`config.mk`:
```
export PLATFORM = sky130hd
export DESIGN_NAME = rgb565_bayer_dither_to_1bpp_flat
export DESIGN_NICKNAME = d
export VERILOG_FILES = /design/src/bdith_pkg.sv /design/src/bdith_pix_if.sv /design/src/bdith_byte_if.sv /design/src/rgb565_bayer_dither_to_1bpp.sv /design/src/flat_wrapper.sv
export SDC_FILE = /design/constraint.sdc
export NUM_CORES = 1
export LEC_CHECK = 0
export BUFFER_PORTS_ARGS = -buffer_cell sky130_fd_sc_hd__buf_2
export CAP_MARGIN = 15
export CELL_PAD_IN_SITES_DETAIL_PLACEMENT = 0
export CELL_PAD_IN_SITES_GLOBAL_PLACEMENT = 1
export CORE_UTILIZATION = 30
export DETAILED_ROUTE_END_ITERATION = 12
export PLACE_DENSITY = 0.61
export SLEW_MARGIN = 20
export SYNTH_ARGS = -nofsm -noshare
export SYNTH_HDL_FRONTEND = slang
export SYNTH_SLANG_ARGS = --single-unit
```
`constraint.sdc`:
```
create_clock -name clk -period 20.4 [get_ports clk]
set_input_delay 1.02 -clock clk [delete_from_list [all_inputs] [get_ports clk]]
set_output_delay 1.02 -clock clk [all_outputs]
set_load 0.1 [all_outputs]
```
`src/bdith_pkg.sv`:
```
package bdith_pkg;

  // frame geometry
  localparam int FRAME_WIDTH  = 128;
  localparam int FRAME_HEIGHT = 64;

  localparam int FRAME_PIXELS = FRAME_WIDTH * FRAME_HEIGHT;
  localparam int COL_W        = $clog2(FRAME_WIDTH);
  localparam int ROW_W        = $clog2(FRAME_HEIGHT);
  localparam int POS_W        = $clog2(FRAME_PIXELS);

  // payload widths
  localparam int PIXEL_W = 16;
  localparam int BYTE_W  = 8;
  localparam int INDEX_W = 10;
  localparam int SLOT_W  = 3;

  localparam logic [POS_W-1:0]   LAST_POS  = POS_W'(FRAME_PIXELS - 1);
  localparam logic [INDEX_W-1:0] LAST_BYTE = INDEX_W'((FRAME_PIXELS - 1) / 8);

  // luma is computed as the unscaled weighted sum, compared without division
  localparam int SUM_W = 15;
  localparam logic [SUM_W-1:0] COEF_R = SUM_W'(30);
  localparam logic [SUM_W-1:0] COEF_G = SUM_W'(59);
  localparam logic [SUM_W-1:0] COEF_B = SUM_W'(11);

  // floor(sum/100) > t  <=>  sum >= 100*(t+1); indexed by {row[1:0], col[1:0]}
  localparam logic [SUM_W-1:0] LUMA_LIMIT [16] = '{
    15'd100,   15'd12900, 15'd3300,  15'd16100,
    15'd19300, 15'd6500,  15'd22500, 15'd9700,
    15'd4900,  15'd17700, 15'd1700,  15'd14500,
    15'd24100, 15'd11300, 15'd20900, 15'd8100
  };

  typedef logic [PIXEL_W-1:0] pixel_t;
  typedef logic [BYTE_W-1:0]  packed_byte_t;
  typedef logic [INDEX_W-1:0] byte_index_t;

endpackage

```
`src/bdith_pix_if.sv`:
```
interface bdith_pix_if;
  logic                valid;
  logic                ready;
  bdith_pkg::pixel_t   pixel;

  modport source (output valid, output pixel, input ready);
  modport sink (input valid, input pixel, output ready);
endinterface

```
`src/bdith_byte_if.sv`:
```
interface bdith_byte_if;
  logic                    valid;
  logic                    ready;
  bdith_pkg::packed_byte_t packed_byte;
  bdith_pkg::byte_index_t  byte_index;
  logic                    frame_end;

  modport source (output valid, output packed_byte, output byte_index, output frame_end,
                  input ready);
  modport sink (input valid, input packed_byte, input byte_index, input frame_end,
                output ready);
endinterface

```
`src/rgb565_bayer_dither_to_1bpp.sv`:
```
// 4x4 ordered dither of an rgb565 pixel stream down to a packed 1 bpp bitmap
//
// pixels: one rgb565 pixel per item, raster order, FRAME_WIDTH x FRAME_HEIGHT
//   frame; no frame markers, the block counts column and row itself
// bytes: one item per eight pixels in linear frame order (no byte straddles rows);
//   leftmost pixel in bit 7, byte_index counts bytes from the frame
//   start (low 10 bits), frame_end marks the byte holding the last pixel,
//   whose unused low bits are zero when the frame size is not a multiple of 8
// throughput: one pixel per cycle, sustained, with no bubbles while bytes.ready is high
// path: the eighth pixel of a byte enters the input register, then luma/threshold
//   feed the result register, which presents the byte on bytes
// stall: the result register holds while bytes.ready is low; pixels keep
//   flowing until a second finished byte would need the result register,
//   then pixels.ready drops until the waiting byte is taken
// reset: rst (synchronous) empties both registers and restarts at the top
//   left pixel of a new frame with an empty partial byte
module rgb565_bayer_dither_to_1bpp (
  input  logic          clk,
  input  logic          rst,
  bdith_pix_if.sink     pixels,
  bdith_byte_if.source  bytes
);
  import bdith_pkg::*;

  // frame position, advanced per accepted pixel
  logic [POS_W-1:0] pos;
  logic [COL_W-1:0] col;
  logic [ROW_W-1:0] row;
  logic             in_last;
  logic             in_take;

  // input register
  logic             s1_valid;
  pixel_t           s1_pixel;
  logic [3:0]       s1_thr_sel;
  logic [SLOT_W-1:0] s1_slot;
  logic             s1_last;
  byte_index_t      s1_index;
  logic             s1_emit;
  logic             s1_move;

  // luma and dither bit
  logic [7:0]       red8, grn8, blu8;
  logic [SUM_W-1:0] luma_sum;
  logic             dot;

  // partial byte and result register
  packed_byte_t     partial_bits;
  packed_byte_t     partial_next;
  logic             out_valid;
  packed_byte_t     out_byte;
  byte_index_t      out_index;
  logic             out_end;

  logic [POS_W+INDEX_W-1:0] pos_wide;

  assign in_last  = (pos == LAST_POS);
  assign pos_wide = {{INDEX_W{1'b0}}, pos};

  // stage 1 moves on unless it finishes a byte and the result register is stuck
  assign s1_emit  = (s1_slot == SLOT_W'(7)) || s1_last;
  assign s1_move  = s1_valid && (!s1_emit || !out_valid || bytes.ready);
  assign pixels.ready = !s1_valid || s1_move;
  assign in_take  = pixels.valid && pixels.ready;

  // position counters
  always_ff @(posedge clk) begin
    if (rst) begin
      pos <= '0;
      col <= '0;
      row <= '0;
    end else if (in_take) begin
      if (in_last) begin
        pos <= '0;
        col <= '0;
        row <= '0;
      end else begin
        pos <= pos + POS_W'(1);
        if (col == COL_W'(FRAME_WIDTH - 1)) begin
          col <= '0;
          row <= row + ROW_W'(1);
        end else begin
          col <= col + COL_W'(1);
        end
      end
    end
  end

  // input register
  always_ff @(posedge clk) begin
    if (rst) begin
      s1_valid <= 1'b0;
    end else if (pixels.ready) begin
      s1_valid <= pixels.valid;
    end
  end

  always_ff @(posedge clk) begin
    if (in_take) begin
      s1_pixel   <= pixels.pixel;
      s1_thr_sel <= {row[1:0], col[1:0]};
      s1_slot    <= pos[SLOT_W-1:0];
      s1_last    <= in_last;
      s1_index   <= pos_wide[SLOT_W+INDEX_W-1:SLOT_W];
    end
  end

  // widen channels, weighted sum, compare against the scaled threshold
  assign red8 = {s1_pixel[15:11], 3'b000};
  assign grn8 = {s1_pixel[10:5], 2'b00};
  assign blu8 = {s1_pixel[4:0], 3'b000};
  assign luma_sum = SUM_W'(red8) * COEF_R + SUM_W'(grn8) * COEF_G + SUM_W'(blu8) * COEF_B;
  assign dot = (luma_sum >= LUMA_LIMIT[s1_thr_sel]);

  // msb-first packing
  assign partial_next = partial_bits | ({7'b0, dot} << (SLOT_W'(7) - s1_slot));

  always_ff @(posedge clk) begin
    if (rst) begin
      partial_bits <= '0;
    end else if (s1_move) begin
      partial_bits <= s1_emit ? '0 : partial_next;
    end
  end

  // result register
  always_ff @(posedge clk) begin
    if (rst) begin
      out_valid <= 1'b0;
    end else if (s1_move && s1_emit) begin
      out_valid <= 1'b1;
    end else if (bytes.ready) begin
      out_valid <= 1'b0;
    end
  end

  always_ff @(posedge clk) begin
    if (s1_move && s1_emit) begin
      out_byte  <= partial_next;
      out_index <= s1_index;
      out_end   <= s1_last;
    end
  end

  assign bytes.valid       = out_valid;
  assign bytes.packed_byte = out_byte;
  assign bytes.byte_index  = out_index;
  assign bytes.frame_end   = out_end;

  // the frame-end byte always carries the last byte position
  a_end_index : assert property (@(posedge clk) disable iff (rst)
    (out_valid && out_end) |-> (out_index == LAST_BYTE))
    else $error("frame_end byte has wrong index");

  // the last pixel of a frame sends the counters back to the origin
  a_wrap : assert property (@(posedge clk) disable iff (rst)
    (in_take && in_last) |=> (pos == '0 && col == '0 && row == '0))
    else $error("position did not wrap at frame end");

  // a byte handed to the result register starts a fresh partial byte
  a_partial_clear : assert property (@(posedge clk) disable iff (rst)
    (s1_move && s1_emit) |=> (partial_bits == '0))
    else $error("partial byte not cleared after emit");

  // input only stalls when both registers are occupied
  a_stall_cause : assert property (@(posedge clk) disable iff (rst)
    !pixels.ready |-> (s1_valid && out_valid && !bytes.ready))
    else $error("pixel input stalled without cause");

  // reset empties the pipeline
  a_reset_empty : assert property (@(posedge clk)
    rst |=> (!s1_valid && !out_valid))
    else $error("pipeline not empty after reset");

endmodule
```
`src/flat_wrapper.sv`:
```
// flat-port wrapper written by rule: the top's interface ports become plain ports
module rgb565_bayer_dither_to_1bpp_flat import bdith_pkg::*;
  (clk, rst, pixels_valid, pixels_pixel, pixels_ready, bytes_valid, bytes_packed_byte, bytes_byte_index, bytes_frame_end, bytes_ready);
  bdith_pix_if pixels_i ();
  bdith_byte_if bytes_i ();
  input  logic clk;
  input  logic rst;
  input wire logic [$bits(pixels_i.valid)-1:0] pixels_valid;
  input wire logic [$bits(pixels_i.pixel)-1:0] pixels_pixel;
  output wire logic [$bits(pixels_i.ready)-1:0] pixels_ready;
  output wire logic [$bits(bytes_i.valid)-1:0] bytes_valid;
  output wire logic [$bits(bytes_i.packed_byte)-1:0] bytes_packed_byte;
  output wire logic [$bits(bytes_i.byte_index)-1:0] bytes_byte_index;
  output wire logic [$bits(bytes_i.frame_end)-1:0] bytes_frame_end;
  input wire logic [$bits(bytes_i.ready)-1:0] bytes_ready;
  assign pixels_i.valid = pixels_valid;
  assign pixels_i.pixel = pixels_pixel;
  assign pixels_ready = pixels_i.ready;
  assign bytes_valid = bytes_i.valid;
  assign bytes_packed_byte = bytes_i.packed_byte;
  assign bytes_byte_index = bytes_i.byte_index;
  assign bytes_frame_end = bytes_i.frame_end;
  assign bytes_i.ready = bytes_ready;
  rgb565_bayer_dither_to_1bpp u_core (.clk(clk), .rst(rst), .pixels(pixels_i), .bytes(bytes_i));
endmodule
```
==> results.yml <==
grt:
  use_met2: 0.216
  track_usage: 0.126
  grt_use_met3: 0.0250
  gr-total-overflow: 0
  grt_max_degree: 32
  top_usage_layer: "met2"
  grt_use_met1: 0.159
  grt_pass1_vias: 3957
  antenna_found_initial: 0
  grt_pass1_wl_um: 19700
detailed_routing:
  wire_per_inst_um: 13.9
  drtIter0Drc: 178
  antenna_left: 0
  drc: 0
  drtPass1Iterations: 4
  routed_via_density: 4.68
  vias: 4017
  wirelength_um: 11900
setup_path:
  crit_family: "adder cells"
  crit_type: "reg2reg"
  arrival_ns: 7.15
  cpMostUsedCell: "inv_1"
  critical_path_required_ns: 20.50
  crit_slowest_cell: "a2111oi_0"
  cp_max_fo: 7
  worstSetupStartpointType: "flop"
  worst_r2r_path_depth: 23
  path_cells: "inv_1 -> fa_1 -> inv_1 -> fa_1 -> inv_1 -> fa_1 -> inv_1 -> ha_1 -> and3_1 -> a2111oi_0 -> xnor2_1 -> fa_1 -> inv_1 -> ha_1 -> o21ai_0 -> a211oi_1 -> xor2_1 -> ha_1 -> a2111oi_0 -> o21ai_0 -> a22oi_1 -> nor2_1 -> a31o_2"
  cp.depth: 23
  r2r_slack_ns: 13.35
  r2r-end: "u_core.bytes.packed_byte[2]"
  path_buf_inv: 5
  cpPeakStageDelay_ns: 0.68
  crit_path_end_kind: "flop"
  reg2reg_from: "u_core.s1_pixel[8]"
power_and_ir_drop:
  p_int_uw: 541
  clkPwrFrac: 0.175
  vdd_drop_max_mv: 0.0964
  p_leak_uw: 0.00288
  power_frac_comb: 0.615
  swShare: 0.437
  seq_power_share: 0.210
  p_switching_uw: 421
  power_density_nw_per_um2: 145
sta:
  drv_slew: 0
  finalCritPeriodShare: 0.345
  setup_violations: 0
  hold_viol_final: 0
  fmax_ghz: 0.142
  setup_tns_ns: 0
  finClkSkew_ns: 0.00977
  min_period_ns: 7.05
  rsz0062_at_grt: "no"
  slew-limit-headroom: 0.349
  worst_slew_pin_slew_ns: 0.969
synthesis:
  netlist_area_um2: 5870
  ys_seq_area_frac: 0.380
  synth-edff-count: 53
  synth.area.top_cells: "edfxtp_1 (27%), ha_1 (17%), dfxtp_1 (11%)"
  syn_inst: 553
  synth.avg_cell_area_um2: 10.6
  yosys.area.top_type: "edfxtp_1"
  ys.flop_type: "edfxtp_1"
  async_flop_share: 0
  ys_types: 54
  ys.warnings.count: 0
  synth_top_area_share: 0.271
  synth_nets: 683
  synth-seq-cells: 85
min_path:
  hold_start: "u_core.s1_index[0]"
  min_path_type: "reg2reg"
  worstHoldEndpoint: "u_core.bytes.byte_index[0]"
  hold_depth: 0
die:
  dieWidth_um: 142
  row_count: 50
  fp.coreArea_um2: 19000
  start_util: 0.310
  top_level_ports: 41
  chipHeight_um: 142
  die_area_um2: 20100
placement:
  gp_congestion: 0.779
  dp.cells: 842
  port_buffers: 40
  place_area_um2: 6340
  dpl.hpwl_um: 8940
clock_network:
  cts.sinks: 85
  cts_tree: "yes"
  htree_levels: 3
  ctsResizeCount: 0
  clockBufferDepth: 2
  postCtsSetupRepairBufs: 0
  cts_root_buf: "clkbuf_16"
  clk_pin_slew_ns: 0.06
  clock_latency_ns: 0.34
  cts-hold-fix-buffers: 0
  cts_buffers: 9
finish:
  final_cell_mix: "ha_1 (82), inv_1 (65), edfxtp_1 (53)"
  fin_nets: 723
  final_cell_count_no_fill: 858
  layout.area.seq_um2: 2230
  final_common_cell: "ha_1"
  fillers: 1901
  syn_to_final_growth_pct: 13.1
  multi_input_area_um2: 3330
  fin_area_um2: 6640
  diodes: 0
  drive_above_1_share: 0.112
run:
  maxCapViolCount: 0
run_status:
  status: "finished clean"
-- worst reg2reg max path: stages (launching register included) --
cell and delay (ns):
edfxtp_1 0.43, inv_1 0.15, fa_1 0.50, inv_1 0.05, fa_1 0.49, inv_1 0.05, fa_1 0.53, inv_1 0.04
ha_1 0.34, and3_1 0.18, a2111oi_0 0.68, xnor2_1 0.17, fa_1 0.51, inv_1 0.04, ha_1 0.30, o21ai_0 0.11
a211oi_1 0.28, xor2_1 0.19, ha_1 0.26, a2111oi_0 0.38, o21ai_0 0.15, a22oi_1 0.55, nor2_1 0.15, a31o_2 0.28
-- registers in the layout (all words and copies together), names as in the netlist --
register / flops
u_core.pos: 13
u_core.s1_index: 10
u_core.col: 7
u_core.row: 2
u_core.s1_pixel: 16
u_core.s1_slot: 3
u_core.s1_valid: 1
u_core.bytes.frame_end: 1
u_core.bytes.byte_index: 10
u_core.bytes.packed_byte: 8
u_core.s1_last: 1
u_core.bytes.valid: 1
u_core.partial_bits: 8
u_core.s1_thr_sel: 4
-- through the flow --
stage	setup WS [ns]	power, uW	util	hold slack (ns)
finish	13.35	962	0.350	0.420
global route	12.78	1070	0.350	0.424
CTS	13.28	978	0.350	0.419
detailed placement	13.30	801	0.334	0.407
global placement	13.43	785	0.334	0.403
floorplan	13.94	675	-	0.400
-- final cells by class --
type,instances,share of cell area
tap,260,0.0490
inverter,65,0.0368
clock inverter,6,0.0106
multi-input combinational,391,0.502
clock buffer,10,0.0345
timing repair buffer,41,0.0313
sequential,85,0.336
-- Yosys cell counts (all sizes together) (4+ instances only) --
| cell | instances |
|---|---|
| o21bai | 4 |
| nor3 | 19 |
| nor2 | 37 |
| a21o | 10 |
| nand4 | 6 |
| inv | 65 |
| clkbuf | 8 |
| nand2b | 4 |
| o21ai | 19 |
| fa | 28 |
| xnor2 | 19 |
| nor4 | 5 |
| nor3b | 4 |
| o21a | 5 |
| buf | 4 |
| edfxtp | 53 |
| a22oi | 4 |
| nand3 | 11 |
| a31o | 4 |
| and3 | 7 |
| a21oi | 46 |
| nand2 | 21 |
| dfxtp | 32 |
| nand4b | 4 |
| ha | 82 |
| xor2 | 12 |
| a211oi | 5 |
| mux2i | 4 |
-- logic make-up (layout without fill, tap and decap cells) --
group	after synthesis	in the layout	synth area share
buffers and inverters	77	122	0.0527
AND/OR/NAND/NOR	129	129	0.117
flip-flops	85	85	0.380
adder cells (fa/ha/maj)	110	110	0.270
XOR/XNOR	31	31	0.0463
AO/OA/AOI/OAI	116	116	0.124
multiplexers	5	5	0.00874
-- worst max path at each step --
stage / endpoint / slack, ns / start
after CTS: u_core.bytes.packed_byte[2] / 13.28 / u_core.s1_pixel[8]
final: u_core.bytes.packed_byte[2] / 13.35 / u_core.s1_pixel[8]
after detailed placement: u_core.bytes.packed_byte[2] / 13.30 / u_core.s1_pixel[8]
after global placement: u_core.bytes.packed_byte[2] / 13.43 / u_core.s1_pixel[6]
after global routing: u_core.bytes.packed_byte[7] / 12.78 / u_core.s1_pixel[8]
after floorplan: u_core.bytes.packed_byte[2] / 13.94 / u_core.s1_pixel[6]
-- routing by layer --
| metal | vias to the layer above | wire length [um] |
|---|---|---|
| met5 | - | 0 |
| met1 | 1925 | 5760 |
| met4 | 0 | 102 |
| li1 | 2041 | - |
| met3 | 7 | 224 |
| met2 | 44 | 5810 |
-- power by group through the flow --
stage	registers [uW]	logic (uW)	clock network (uW)
final	202	592	168
after global routing	203	685	179
after CTS	202	602	174
after detailed placement	206	595	0
after global placement	206	579	0
after floorplan	219	457	0
Note: power is estimated with default switching activity, not from simulation.
